**src/design/sbs_pkg.sv**
```systemverilog
package sbs_pkg;

    localparam int CFG_INDEX_W  = 3;
    localparam int CFG_DATA_W   = 64;
    localparam int SIG_LEN_W    = 5;
    localparam int SIG_BYTES_HW = 16;
    localparam int OUT_OFFSET_W = 32;
    localparam int ALIGN_LOG2   = 4;

    typedef enum logic [CFG_INDEX_W-1:0] {
        REG_VALUE_LO = 3'd0,
        REG_VALUE_HI = 3'd1,
        REG_MASK_LO  = 3'd2,
        REG_MASK_HI  = 3'd3,
        REG_LENGTH   = 3'd4,
        REG_ALIGN16  = 3'd5
    } t_cfg_reg;

    typedef struct packed {
        logic [8*SIG_BYTES_HW-1:0] value;
        logic [8*SIG_BYTES_HW-1:0] mask;
        logic [SIG_LEN_W-1:0]      length;
        logic                      align16;
    } t_sig_cfg;

endpackage

```
**src/design/sbs_cfg.sv**
```systemverilog
module sbs_cfg
    import sbs_pkg::*;
(
    input  logic                   i_clk,
    input  logic                   i_rst_n,
    input  logic                   i_cfg_valid,
    input  logic [CFG_INDEX_W-1:0] i_cfg_index,
    input  logic [CFG_DATA_W-1:0]  i_cfg_data,
    output t_sig_cfg               o_cfg
);

    t_sig_cfg r_cfg;

    always_ff @(posedge i_clk) begin
        if (!i_rst_n) begin
            r_cfg.value   <= '0;
            r_cfg.mask    <= '0;
            r_cfg.length  <= SIG_LEN_W'(1);
            r_cfg.align16 <= 1'b0;
        end else if (i_cfg_valid) begin
            case (i_cfg_index)
                REG_VALUE_LO: r_cfg.value[63:0]    <= i_cfg_data;
                REG_VALUE_HI: r_cfg.value[127:64]  <= i_cfg_data;
                REG_MASK_LO:  r_cfg.mask[63:0]     <= i_cfg_data;
                REG_MASK_HI:  r_cfg.mask[127:64]   <= i_cfg_data;
                REG_LENGTH:   r_cfg.length         <= i_cfg_data[SIG_LEN_W-1:0];
                REG_ALIGN16:  r_cfg.align16        <= i_cfg_data[0];
                default: begin
                    // unknown index: drop the write
                end
            endcase
        end
    end

    assign o_cfg = r_cfg;

endmodule

```
**src/design/sbs_match.sv**
```systemverilog
module sbs_match
    import sbs_pkg::*;
#(
    parameter int MAX_SIG_BYTES = 16
)
(
    input  t_sig_cfg                     i_cfg,
    input  logic [MAX_SIG_BYTES-1:0][7:0] i_window,
    output logic [SIG_LEN_W-1:0]         o_len,
    output logic                         o_hit
);

    localparam int IW = (MAX_SIG_BYTES > 1) ? $clog2(MAX_SIG_BYTES) : 1;

    logic [SIG_LEN_W-1:0] len;

    // clamp the programmed length into 1..MAX_SIG_BYTES
    always_comb begin
        if (i_cfg.length == '0) begin
            len = SIG_LEN_W'(1);
        end else if (i_cfg.length > SIG_LEN_W'(MAX_SIG_BYTES)) begin
            len = SIG_LEN_W'(MAX_SIG_BYTES);
        end else begin
            len = i_cfg.length;
        end
    end

    // signature byte i lines up with window entry len-1-i (entry 0 is newest)
    always_comb begin
        logic [SIG_LEN_W-1:0] diff;
        logic [IW-1:0]        idx;
        o_hit = 1'b1;
        diff  = '0;
        idx   = '0;
        for (int i = 0; i < MAX_SIG_BYTES; i++) begin
            if (SIG_LEN_W'(i) < len) begin
                diff = len - SIG_LEN_W'(i) - SIG_LEN_W'(1);
                idx  = diff[IW-1:0];
                if (((i_window[idx] ^ i_cfg.value[8*i +: 8]) & i_cfg.mask[8*i +: 8]) != 8'd0) begin
                    o_hit = 1'b0;
                end
            end
        end
    end

    assign o_len = len;

endmodule

```
**src/design/masked_byte_signature_scanner.sv**
```systemverilog
// Channel    | Direction | Payload
// s_axis     | in        | tdata[7:0] data_byte, tlast last_byte
// m_axis     | out       | tdata[31:0] match_offset, tuser found
// cfg        | in        | index (register number), data (64-bit register value)
//
// One byte is taken per cycle while the result side is not stalled; a byte passes an
// input register, then the window compare and count update feed the result register.
// The masked 16-byte window compare and the offset counter add set the cycle.
// Synchronous active-low reset clears the region state and the valid bits of both stage
// registers, and resets the signature registers. A stalled result holds the input register,
// which then holds s_axis_tready low; configuration writes are always taken.
module masked_byte_signature_scanner
    import sbs_pkg::*;
#(
    parameter int MAX_SIG_BYTES = 16,
    parameter int OFFSET_BITS   = 32
)
(
    input  logic                    i_clk,
    input  logic                    i_rst_n,
    input  logic                    s_axis_tvalid,
    output logic                    s_axis_tready,
    input  logic [7:0]              s_axis_tdata,  // [7:0] data_byte
    input  logic                    s_axis_tlast,
    output logic                    m_axis_tvalid,
    input  logic                    m_axis_tready,
    output logic [OUT_OFFSET_W-1:0] m_axis_tdata,  // [31:0] match_offset
    output logic                    m_axis_tuser,  // [0] found
    input  logic                    i_cfg_valid,
    output logic                    o_cfg_ready,
    input  logic [CFG_INDEX_W-1:0]  i_cfg_index,
    input  logic [CFG_DATA_W-1:0]   i_cfg_data
);

    localparam int SW = OFFSET_BITS + 1;

    t_sig_cfg cfg;

    logic       r_in_valid;
    logic [7:0] r_in_byte;
    logic       r_in_last;

    logic [MAX_SIG_BYTES-1:0][7:0] r_window;
    logic [MAX_SIG_BYTES-1:0][7:0] n_window;
    logic [SW-1:0]                 r_seen;
    logic [SW-1:0]                 n_seen;
    logic                          r_reported;

    logic                    r_out_valid;
    logic                    r_out_found;
    logic [OUT_OFFSET_W-1:0] r_out_offset;

    logic                 advance;
    logic                 counting;
    logic [SIG_LEN_W-1:0] len;
    logic                 pattern_hit;
    logic [SW-1:0]        start;
    logic [SW+31:0]       start_ext;
    logic                 hit;
    logic                 miss;

    assign o_cfg_ready = 1'b1;

    sbs_cfg u_cfg (
        .i_clk       (i_clk),
        .i_rst_n     (i_rst_n),
        .i_cfg_valid (i_cfg_valid),
        .i_cfg_index (i_cfg_index),
        .i_cfg_data  (i_cfg_data),
        .o_cfg       (cfg)
    );

    sbs_match #(
        .MAX_SIG_BYTES (MAX_SIG_BYTES)
    ) u_match (
        .i_cfg    (cfg),
        .i_window (n_window),
        .o_len    (len),
        .o_hit    (pattern_hit)
    );

    // the held word moves on once the result slot is free or being emptied
    assign advance       = r_in_valid && (!r_out_valid || m_axis_tready);
    assign s_axis_tready = !r_in_valid || advance;

    always_comb begin
        n_window[0] = r_in_byte;
        for (int k = 1; k < MAX_SIG_BYTES; k++) begin
            n_window[k] = r_window[k-1];
        end
    end

    assign counting  = !r_seen[OFFSET_BITS];
    assign n_seen    = r_seen + SW'(1);
    assign start     = n_seen - SW'(len);
    assign start_ext = {32'd0, start};

    assign hit  = !r_reported && counting && (n_seen >= SW'(len))
                  && (!cfg.align16 || (start[ALIGN_LOG2-1:0] == '0)) && pattern_hit;
    assign miss = r_in_last && !r_reported && !hit;

    always_ff @(posedge i_clk) begin
        if (!i_rst_n) begin
            r_in_valid <= 1'b0;
        end else if (s_axis_tready) begin
            r_in_valid <= s_axis_tvalid;
        end
        if (s_axis_tready && s_axis_tvalid) begin
            r_in_byte <= s_axis_tdata;
            r_in_last <= s_axis_tlast;
        end
    end

    always_ff @(posedge i_clk) begin
        if (!i_rst_n) begin
            r_window   <= '0;
            r_seen     <= '0;
            r_reported <= 1'b0;
        end else if (advance) begin
            if (r_in_last) begin
                r_window   <= '0;
                r_seen     <= '0;
                r_reported <= 1'b0;
            end else if (!r_reported) begin
                r_window <= n_window;
                if (counting) begin
                    r_seen <= n_seen;
                end
                r_reported <= hit;
            end
        end
    end

    always_ff @(posedge i_clk) begin
        if (!i_rst_n) begin
            r_out_valid <= 1'b0;
        end else if (advance && (hit || miss)) begin
            r_out_valid <= 1'b1;
        end else if (m_axis_tready) begin
            r_out_valid <= 1'b0;
        end
        if (advance && (hit || miss)) begin
            r_out_found  <= hit;
            r_out_offset <= hit ? start_ext[OUT_OFFSET_W-1:0] : '0;
        end
    end

    assign m_axis_tvalid = r_out_valid;
    assign m_axis_tdata  = r_out_offset;
    assign m_axis_tuser  = r_out_found;

`ifndef SYNTHESIS
    a_notfound_zero: assert property (@(posedge i_clk) disable iff (!i_rst_n)
        (m_axis_tvalid && !m_axis_tuser) |-> (m_axis_tdata == '0))
        else $error("not-found result with non-zero offset");

    a_last_clears: assert property (@(posedge i_clk) disable iff (!i_rst_n)
        (advance && r_in_last) |=> ((r_seen == '0) && !r_reported))
        else $error("region state not cleared after last word");

    a_count_cap: assert property (@(posedge i_clk) disable iff (!i_rst_n)
        r_seen[OFFSET_BITS] |-> (r_seen[OFFSET_BITS-1:0] == '0))
        else $error("byte count passed saturation");

    a_stall_holds: assert property (@(posedge i_clk) disable iff (!i_rst_n)
        (r_in_valid && !advance) |=> (r_in_valid && $stable(r_in_byte) && $stable(r_in_last)))
        else $error("held input word changed while stalled");
`endif

endmodule

```
**config.mk**
```make
export PLATFORM = sky130hd
export DESIGN_NAME = masked_byte_signature_scanner
export DESIGN_NICKNAME = d
export VERILOG_FILES = /design/src/design/sbs_pkg.sv /design/src/design/sbs_cfg.sv /design/src/design/sbs_match.sv /design/src/design/masked_byte_signature_scanner.sv
export SDC_FILE = /design/constraint.sdc
export NUM_CORES = 1
export LEC_CHECK = 0
export ABC_AREA = 1
export BUFFER_PORTS_ARGS = -buffer_cell sky130_fd_sc_hd__buf_2
export CORE_MARGIN = 10
export CORE_UTILIZATION = 60
export CTS_CLUSTER_DIAMETER = 80
export CTS_CLUSTER_SIZE = 24
export DETAILED_ROUTE_END_ITERATION = 6
export PLACE_DENSITY = 0.78
export SLEW_MARGIN = 40
export SYNTH_ARGS = -nofsm -noshare
export SYNTH_HDL_FRONTEND = slang
export SYNTH_HIERARCHICAL = 1
export SYNTH_SLANG_ARGS = --single-unit
```
**constraint.sdc**
```tcl
create_clock -name i_clk -period 6.95 [get_ports i_clk]
set_clock_uncertainty 0.1 [all_clocks]
set_input_delay 1.39 -clock i_clk [delete_from_list [all_inputs] [get_ports i_clk]]
set_output_delay 1.39 -clock i_clk [all_outputs]
set_load 0.03 [all_outputs]
```
Word level (Yosys, flattened, before mapping)
Index checks and enable logic that the tools add are counted.
{"block": "totals", "regBits": 460, "latch_bits": 0, "ramBits": 0, "romBits": 0, "input_bits": 81, "word_cells": 257, "mem_count": 0}
{"block": "op_classes", "n_addsub": 32, "n_mul": 0, "div_mod_pow": 0, "n_lt_le_gt_ge": 34, "eq_ne": 7, "shift": 0, "n_mux": 75, "bitwise_logic": 32, "n_reduce_logical": 47}
{"operator": "$bmux W8 S4", "n": 16}
{"operator": "$mux W120", "n": 2}
{"operator": "$and A8 B8 Y8", "n": 16}
{"operator": "$mux W8", "n": 16}
{"operator": "$reduce_bool A8 Y1", "n": 16}
{"operator": "$xor A8 B8 Y8", "n": 16}
{"operator": "$mux W33", "n": 3}
{"operator": "$lt A4 B5 Y1 const B", "n": 16}
{"operator": "$sub A4 B1 Y4 const B", "n": 16}
{"operator": "$lt A4 B5 Y1 const A", "n": 8}
{"operator": "$mux W1", "n": 36}
{"operator": "$add A33 B1 Y33 const B", "n": 1}
{"operator": "$ge A33 B5 Y1", "n": 1}
{"operator": "$sub A32 B5 Y32", "n": 1}
{"operator": "$sub A4 B4 Y4 const B", "n": 8}
{"operator": "$lt A3 B5 Y1 const A", "n": 4}
{"operator": "$sub A4 B3 Y4 const B", "n": 4}
{"operator": "$reduce_and A2 Y1", "n": 7}
{"operator": "$lt A1 B5 Y1 const A", "n": 2}
{"operator": "$lt A2 B5 Y1 const A", "n": 2}
{"operator": "$mux W5", "n": 2}
{"operator": "$logic_and A1 B1 Y1", "n": 9}
{"operator": "$sub A4 B2 Y4 const B", "n": 2}
{"operator": "$eq A3 B2 Y1 const B", "n": 2}
{"operator": "11 further kinds", "n": 21}

Depth between registers and ports, before layout
Gate-level depths: netlist of the first run.
{"block": "depth", "depth_word": 47, "depth_mapped": 34}

Hierarchy
Netlist of the first run, hierarchy kept.
{"module": "sbs_match", "instances": 1, "cells_each": 2394, "area_each_um2": 10757.8, "seq_area_each_um2": 0.0}
{"module": "sbs_cfg", "instances": 1, "cells_each": 1501, "area_each_um2": 10375.0, "seq_area_each_um2": 5245.0}
{"module": "masked_byte_signature_scanner", "instances": 1, "cells_each": 1207, "area_each_um2": 9258.9, "seq_area_each_um2": 4384.2}

Worst setup path before layout of the first run
Ideal clock, no wire load.
{"block": "synth_path", "path_kind": "reg2reg", "start": "register u_cfg.r_cfg, in the netlist u_cfg/o_cfg[3]", "end": "register r_out_offset[0] (netlist: m_axis_tdata[0]), enable pin", "setup_ns": 0.390, "t_arrival_ns": 4.409, "slack_ns": 2.051, "path_stages_with_launch": 29, "period_less_slack_ns": 4.899, "cell_sequence": "dfxtp_1 nor2_4 nand2_4 nand2_4 nand2_2 buf_2 buf_2 ha_1 inv_1 clkbuf_1 clkbuf_1 nand3_1 nand3_1 nand3_1 nand2_1 nand2_1 nand3_1 nand2_1 nor2_1 nand2_1 nand2_1 nand2_1 nor2_1 nand3_1 nor2_1 nand2_1 a21oi_1 nand3_1 nand2_1"}
{"block": "synth_via", "elab_chain_cells": 46}
{"element": "start, declared", "line_no": "sbs_cfg.sv:12", "text": "t_sig_cfg r_cfg;"}
{"element": "$gt A5 B5 Y1", "line_no": "sbs_match.sv:21", "text": "end else if (i_cfg.length > SIG_LEN_W'(MAX_SIG_BYTES)) begin"}
{"element": "$mux W5", "line_no": "sbs_match.sv:21"}
{"element": "$mux W5 (*)", "line_no": "sbs_match.sv:19", "text": "if (i_cfg.length == '0) begin"}
{"element": "branches (longest 37 deep; another with $sub A4 B1 Y4)"}
{"element": "$mux W1 (*)", "line_no": "sbs_match.sv:36", "text": "if (SIG_LEN_W'(i) < len) begin"}
{"element": "named net pattern_hit", "line_no": "masked_byte_signature_scanner.sv:56", "text": "logic pattern_hit;"}
{"element": "$logic_and A1 B1 Y1 (*)", "line_no": "masked_byte_signature_scanner.sv:99", "text": "&& (!cfg.align16 || (start[ALIGN_LOG2-1:0] == '0)) && pattern_hit;"}
{"element": "$logic_not A1 Y1", "line_no": "masked_byte_signature_scanner.sv:100", "text": "assign miss = r_in_last && !r_reported && !hit;"}
{"element": "$logic_and A1 B1 Y1", "line_no": "masked_byte_signature_scanner.sv:100"}
{"element": "$logic_or A1 B1 Y1 (*)", "line_no": "masked_byte_signature_scanner.sv:142", "text": "if (advance && (hit || miss)) begin"}
{"element": "$logic_and A1 B1 Y1 (*)", "line_no": "masked_byte_signature_scanner.sv:142"}
{"element": "end signal, assigned", "line_no": "masked_byte_signature_scanner.sv:144", "text": "r_out_offset <= hit ? start_ext[OUT_OFFSET_W-1:0] : '0;"}
{"element": "end, declared", "line_no": "masked_byte_signature_scanner.sv:51", "text": "logic [OUT_OFFSET_W-1:0] r_out_offset;"}
Mark *: on every way through the listed nets, which the timed path passes. The select of a mux whose other input is x is not followed.
A chain may end at the register's enable or synchronous reset.

Worst setup path after layout of the first run
{"block": "layout_path", "start": "register u_cfg.r_cfg, in the netlist u_cfg/o_cfg[3]", "end": "register r_out_offset[21] (netlist: m_axis_tdata[21]), enable pin"}
The elaborated chain is that of the path after synthesis.

==> impl_metrics.env, run 1 <==
export IMPL_cts_tree="done"
export IMPL_grt_pass1_vias=29283
export IMPL_antenna_cells=0
export IMPL_tightest_slew_ns=0.893
export IMPL_multi_input_area_mm2=0.0182
export IMPL_htree_levels=1
export IMPL_power_density_mw_per_mm2=205
export IMPL_syn_avg_cell_area_um2=5.96
export IMPL_place_gp_congestion=1.20
export IMPL_cts_root_buffer="clkbuf_16"
export IMPL_drt_first_pass_iters=7
export IMPL_initial_core_util=0.606
export IMPL_vias_per_cell=6.06
export IMPL_nNetsFinal=5105
export IMPL_fillers=4963
export IMPL_dp_hpwl_um=90300
export IMPL_hold_buffers=0
export IMPL_cts_resized=0
export IMPL_cts_buffers_inserted=29
export IMPL_ios=117
export IMPL_crit_reg2reg_capture="m_axis_tdata[21]"
export IMPL_power_frac_seq=0.436
export IMPL_synth_warnings=6
export IMPL_end_kind="flop"
export IMPL_remaining_drc_errors=13
export IMPL_final_design_area_no_fill_mm2=0.0319
export IMPL_clockBufferDepth=3
export IMPL_final_util=0.636
export IMPL_post_cts_buffers=0
export IMPL_grt_util_all_layers=0.388
export IMPL_synth_seq_area_share=0.317
export IMPL_holdPathStages=2
export IMPL_regArea_mm2=0.00963
export IMPL_critPathMaxFanout=74
export IMPL_postSynthNetCount=5198
export IMPL_dieArea_mm2=0.0601
export IMPL_ys_seq_elements=460
export IMPL_worstSkewPairLatency_ns=0.65
export IMPL_holdWs_ns=0.379
export IMPL_cp_start_kind="flop"
export IMPL_ff2ff_setup_slack_ns=0.86
export IMPL_finalSetupTns_ns=0
export IMPL_clk_pin_slew_worst_paths_ns=0.10
export IMPL_antenna_found_initial=1
export IMPL_synth_top_cells_by_count="nand2_1, nand3_1, nor2_1"
export IMPL_wire_per_inst_um=21.5
export IMPL_path_cells="nor2_4 -> nand2_4 -> nand2_2 -> nand2_4 -> buf_4 -> nand2_1 -> nand3_1 -> nand3_1 -> nand3_1 -> nand3_1 -> nand3_1 -> nand2_1 -> inv_1 -> nand2_1 -> nor2_1 -> nand2_1 -> a21oi_1 -> nand3_1 -> nor2_1 -> nand2_1 -> a21oi_1 -> nand3_1 -> nand2_1 -> buf_4"
export IMPL_p_int_w=0.00414
export IMPL_grt_pass1_wl_um=181000
export IMPL_crit_slowest_cell="buf_4"
export IMPL_ir_worst_vdd_mv=0.210
export IMPL_required_ns=7.14
export IMPL_dieWidth_um=245
export IMPL_drv_slew=0
export IMPL_placed_area_mm2=0.0309
export IMPL_routed_wirelength_um=122000
export IMPL_drive_gt1_frac=0.0708
export IMPL_fin_crit_sh=0.877
export IMPL_routed_via_count=34559
export IMPL_p_leak_nw=14.2
export IMPL_rsz0062_at_grt="no"
export IMPL_violations="DRC"
export IMPL_final_setup_viol_count=0
export IMPL_synth_most_common_cell="nand2_1"
export IMPL_async_flop_share=0
export IMPL_yosysTopAreaCellShare=0.275
export IMPL_synth_cell_type_count=48
export IMPL_syn_inst=5102
export IMPL_synth_cell_area_mm2=0.0304
export IMPL_combPwrFrac=0.260
export IMPL_whs_endpoint="n_window[38]"
export IMPL_area_growth_pct=4.98
export IMPL_cts_sinks=460
export IMPL_min_period_ns=6.09
export IMPL_clockPowerShare=0.305
export IMPL_yosys_top_cells_area="dfxtp_1, nand3_1, nand2_1"
export IMPL_reg2reg_depth=24
export IMPL_max_freq_ghz=0.164
export IMPL_detail_route_antenna_nets=0
export IMPL_drtIter0Drc=5343
export IMPL_min_from="n_window[30]"
export IMPL_synth_top_cell_by_area="dfxtp_1"
export IMPL_pre_cts_ws_ns=1.27
export IMPL_crit_arrival_ns=6.28
export IMPL_fp_row_count=82
export IMPL_switching_power_w=0.00239
export IMPL_crit_top_cell="nand3_1"
export IMPL_coreArea_mm2=0.0502
export IMPL_hold_violations=0
export IMPL_max_cap_violations=0
export IMPL_critPathKind="reg -> reg"
export IMPL_synth_ff_type="dfxtp_1"
export IMPL_swShare=0.366
export IMPL_worstReg2RegStart="u_cfg/o_cfg[3]"
export IMPL_grt_max_degree=173
export IMPL_fin_ws_ns=0.856
export IMPL_hold_path_class="reg -> reg"
export IMPL_grt_overflow=0
export IMPL_synth_edf_count=42
export IMPL_status="complete, but fails checks"
export IMPL_critical_path_max_stage_delay_ns=0.71
export IMPL_relSlewSlack=0.405
export IMPL_port_buffers=115
export IMPL_die_h_um=245
-- area by class of cell --
| class | count | share of cell area |
|---|---|---|
| multi-input cells | 4042 | 0.571 |
| flip-flops and latches | 460 | 0.302 |
| inverters | 312 | 0.0369 |
| repair buffers | 164 | 0.0318 |
| well taps | 672 | 0.0264 |
| clock buffers | 33 | 0.0239 |
| clock inverters | 16 | 0.00812 |
-- placed cells by master, fill, tap and decap left out, drive strengths merged, types with 42 or more instances in the layout --
cell type,count
nand2,1697
nand3,1277
nor2,678
dfxtp,418
inv,317
a21oi,190
buf,163
nand3b,59
o21ai,50
edfxtp,42
-- metal layers --
layer,vias to the layer above,track usage,part of all wire
met3,396,0.110,0.14
met5,-,0,0.000074
met1,15686,0.517,0.39
met2,2161,0.554,0.40
met4,2,0.218,0.071
li1,16314,-,-
-- cells by family (layout without fill, tap and decap cells) --
| group | Yosys count | after routing | synth area share |
|---|---|---|---|
| adder cells (fa/ha/maj) | 15 | 15 | 0.00642 |
| AND/OR/NAND/NOR | 3748 | 3748 | 0.539 |
| flip-flops | 460 | 460 | 0.317 |
| other | 1 | 1 | 0.000123 |
| XOR/XNOR | 22 | 22 | 0.00659 |
| buffers and inverters | 600 | 525 | 0.0854 |
| AO/OA/AOI/OAI | 256 | 256 | 0.0459 |
-- per-stage QoR --
| stage | power (W) | cells |
|---|---|---|
| CTS | 0.00647 | 5698 |
| global route | 0.00675 | 5699 |
| global placement | 0.00450 | 5647 |
| detailed placement | 0.00452 | 5649 |
| floorplan | 0.00406 | 5102 |
| finish | 0.00653 | 5699 |
-- critical path, delay by kind of cell (launching register included) --
kind / cells / cell delay (ns)
and+or+nand+nor: 19 / 3.46
buffers and inverters: 3 / 1.11
DFF: 1 / 0.52
AOI/OAI and AO/OA: 2 / 0.41
-- worst max-delay path by stage --
stage                     slack [ns]           start  cells past startpoint                to
after floorplan                 2.05  u_cfg/o_cfg[3]                     28   m_axis_tdata[0]
after global placement          1.33  u_cfg/o_cfg[5]                     27  m_axis_tdata[20]
after detailed placement        1.27  u_cfg/o_cfg[5]                     27  m_axis_tdata[24]
after CTS                       1.25  u_cfg/o_cfg[5]                     27  m_axis_tdata[21]
after global routing            0.73  u_cfg/o_cfg[3]                     26  m_axis_tdata[18]
final                           0.86  u_cfg/o_cfg[3]                     24  m_axis_tdata[21]
-- registers in the layout, summed over array words and instances, names as in the netlist --
register,flops
r_reported,1
m_axis_tvalid,1
u_cfg/o_cfg,262
r_in_valid,1
m_axis_tdata,32
r_in_last,1
n_window,120
r_in_byte,8
m_axis_tuser,1
r_seen,33
-- power groups by stage --
stage               Sequential [W]  Clock, W  Combinational, W
finish                     0.00285   0.00199           0.00170
global route               0.00286   0.00209           0.00180
CTS                        0.00284   0.00201           0.00162
detailed placement         0.00291         0           0.00161
global placement           0.00290         0           0.00160
floorplan                  0.00296         0           0.00110
No activity file was read; power rests on OpenSTA's default activity.
==> inputs of run 2 (changes only) <==
--- a/config.mk
+++ b/config.mk
@@ -16,5 +16,4 @@
 export SLEW_MARGIN = 40
 export SYNTH_ARGS = -nofsm -noshare
 export SYNTH_HDL_FRONTEND = slang
-export SYNTH_HIERARCHICAL = 1
 export SYNTH_SLANG_ARGS = --single-unit
==> run 2 against run 1 <==
Compared with the run above: the flow still finishes with violations (DRC); worst setup slack improved by 0.38 ns; flip-flop and latch count is the same; critical path depth decreased by 3; combinational power down 15%; largest power group unchanged; highest routed layer unchanged.
==> impl_metrics.env, run 2 <==
export IMPL_wire_per_inst_um=21.7
export IMPL_postSynthNetCount=4440
export IMPL_placed_area_mm2=0.0278
export IMPL_grt_pass1_vias=25984
export IMPL_clk_pin_slew_worst_paths_ns=0.10
export IMPL_critPathMaxFanout=145
export IMPL_status="complete, but fails checks"
export IMPL_hold_path_class="reg -> reg"
export IMPL_synth_warnings=0
export IMPL_tightest_slew_ns=0.915
export IMPL_drv_slew=0
export IMPL_nNetsFinal=4381
export IMPL_min_period_ns=5.71
export IMPL_initial_core_util=0.610
export IMPL_area_growth_pct=6.17
export IMPL_dieArea_mm2=0.0541
export IMPL_relSlewSlack=0.390
export IMPL_syn_inst=4344
export IMPL_max_cap_violations=0
export IMPL_yosys_top_cells_area="dfxtp_1, nand3_1, nand2_1"
export IMPL_async_flop_share=0
export IMPL_vias_per_cell=6.07
export IMPL_fillers=4256
export IMPL_cp_start_kind="flop"
export IMPL_synth_most_common_cell="nand2_1"
export IMPL_crit_reg2reg_capture="m_axis_tdata[31]"
export IMPL_worstReg2RegStart="u_cfg.o_cfg[5]"
export IMPL_crit_end="m_axis_tdata[31]"
export IMPL_crit_path_start="u_cfg.o_cfg[5]"
export IMPL_routed_wirelength_um=107000
export IMPL_synth_cell_type_count=45
export IMPL_synth_edf_count=42
export IMPL_ios=117
export IMPL_cts_resized=0
export IMPL_final_setup_viol_count=0
export IMPL_htree_levels=1
export IMPL_final_cell_mix="nand2_1, nand3_1, dfxtp_1"
export IMPL_reg2reg_depth=21
export IMPL_place_gp_congestion=1.11
export IMPL_required_ns=7.13
export IMPL_holdWs_ns=0.353
export IMPL_routed_via_count=29747
export IMPL_die_h_um=233
export IMPL_p_leak_nw=12.3
export IMPL_grt_pass1_wl_um=158000
export IMPL_coreArea_mm2=0.0444
export IMPL_grt_overflow=0
export IMPL_drive_gt1_frac=0.0599
export IMPL_dieWidth_um=233
export IMPL_cts_sinks=460
export IMPL_ff2ff_setup_slack_ns=1.24
export IMPL_ys_seq_elements=460
export IMPL_fp_row_count=77
export IMPL_critPathKind="reg -> reg"
export IMPL_crit_arrival_ns=5.89
export IMPL_synth_top_cell_by_area="dfxtp_1"
export IMPL_dp_hpwl_um=79100
export IMPL_final_design_area_no_fill_mm2=0.0288
export IMPL_remaining_drc_errors=4
export IMPL_fin_crit_sh=0.822
export IMPL_end_kind="flop"
export IMPL_max_freq_ghz=0.175
export IMPL_post_cts_buffers=0
export IMPL_synth_cell_area_mm2=0.0271
export IMPL_port_buffers=115
export IMPL_rsz0062_at_grt="no"
export IMPL_grt_util_all_layers=0.379
export IMPL_yosysTopAreaCellShare=0.309
export IMPL_ir_worst_vdd_mv=0.244
export IMPL_detail_route_antenna_nets=0
export IMPL_clockBufferDepth=3
export IMPL_final_common_cell="nand2_1"
export IMPL_worstSkewPairLatency_ns=0.62
export IMPL_synth_top_cells_by_count="nand2_1, nand3_1, dfxtp_1"
export IMPL_drt_first_pass_iters=7
export IMPL_violations="DRC"
export IMPL_drtIter0Drc=4778
export IMPL_synth_ff_type="dfxtp_1"
export IMPL_finalSetupTns_ns=0
export IMPL_grt_max_degree=146
export IMPL_cts_buffers_inserted=28
export IMPL_cts_tree="done"
export IMPL_syn_avg_cell_area_um2=6.24
export IMPL_hold_buffers=0
export IMPL_synth_seq_area_share=0.355
export IMPL_antenna_found_initial=6
export IMPL_cts_root_buffer="clkbuf_16"
export IMPL_hold_violations=0
export IMPL_power_density_mw_per_mm2=216
export IMPL_largest_reg_flops=262
run 2: logic make-up after synthesis:
| logic type | share of synthesized area |
|---|---|
| compound gates | 0.113 |
| xor+xnor | 0.0167 |
| fa+ha+maj | 0.00720 |
| buf+inv | 0.0818 |
| flops | 0.355 |
| other cells | 0.000138 |
| simple gates | 0.425 |
run 2: how the worst min path moves through the flow:
stage                     start                to  slack (ns)  cells past startpoint
4_1_cts        u_cfg.o_cfg[115]  u_cfg.o_cfg[115]        0.35                      2
3_3_place_gp    u_cfg.o_cfg[79]   u_cfg.o_cfg[79]        0.33                      2
6_report       u_cfg.o_cfg[131]  u_cfg.o_cfg[131]        0.35                      2
3_5_place_dp   u_cfg.o_cfg[115]  u_cfg.o_cfg[115]        0.34                      2
5_1_grt        u_cfg.o_cfg[110]  u_cfg.o_cfg[110]        0.37                      2
2_1_floorplan   u_cfg.o_cfg[71]   u_cfg.o_cfg[71]        0.32                      2
run 2: area by class of cell:
cell class              count  area [um2]  share of cell area
repair buffers            154         922              0.0321
well taps                 592         741              0.0257
clock buffers              39         805              0.0280
inverters                 322        1220              0.0423
flip-flops and latches    460        9630               0.335
clock inverters            12         155             0.00539
multi-input cells        3319       15300               0.532
diodes                      2        5.00            0.000174
run 2: layer usage:
layer / routed length, um / global-route usage / vias up
met5: 14 / 0 / -
met4: 7740 / 0.232 / 2
met3: 13100 / 0.107 / 330
met2: 45100 / 0.565 / 1802
met1: 40500 / 0.478 / 13428
li1: - / - / 14185
run 2: per-stage QoR:
stage	cells	utilization	setup slack, ns	total power, W
6_report	4900	0.648	1.24	0.00622
5_1_grt	4900	0.648	0.979	0.00643
3_3_place_gp	4845	0.625	1.62	0.00429
4_1_cts	4898	0.648	1.43	0.00617
3_5_place_dp	4847	0.626	1.45	0.00432
2_1_floorplan	4344	-	2.44	0.00390
run 2: power breakdown:
group	switching [W]	total, W	internal (W)
combinational	0.00107	0.00145	0.000380
sequential	0.0000593	0.00286	0.00280
clock	0.00105	0.00190	0.000857
total	0.00218	0.00622	0.00404
run 2: worst max-delay path, stage by stage, from the launching register on:
cell     delay, ns
dfxtp_1       0.38
inv_2         0.34
nand3_2       0.65
nand2_4       0.28
buf_12        0.51
nand2_1       0.29
xor2_4        0.58
inv_2         0.32
nand3_1       0.20
nand3_1       0.09
nand3_1       0.08
nand2_1       0.08
nor2_1        0.21
nand2_1       0.08
nand2_1       0.06
nand2_1       0.09
nor2_1        0.11
nand2_1       0.07
nor2_2        0.16
nand3_1       0.17
nand2_1       0.10
buf_4         0.37
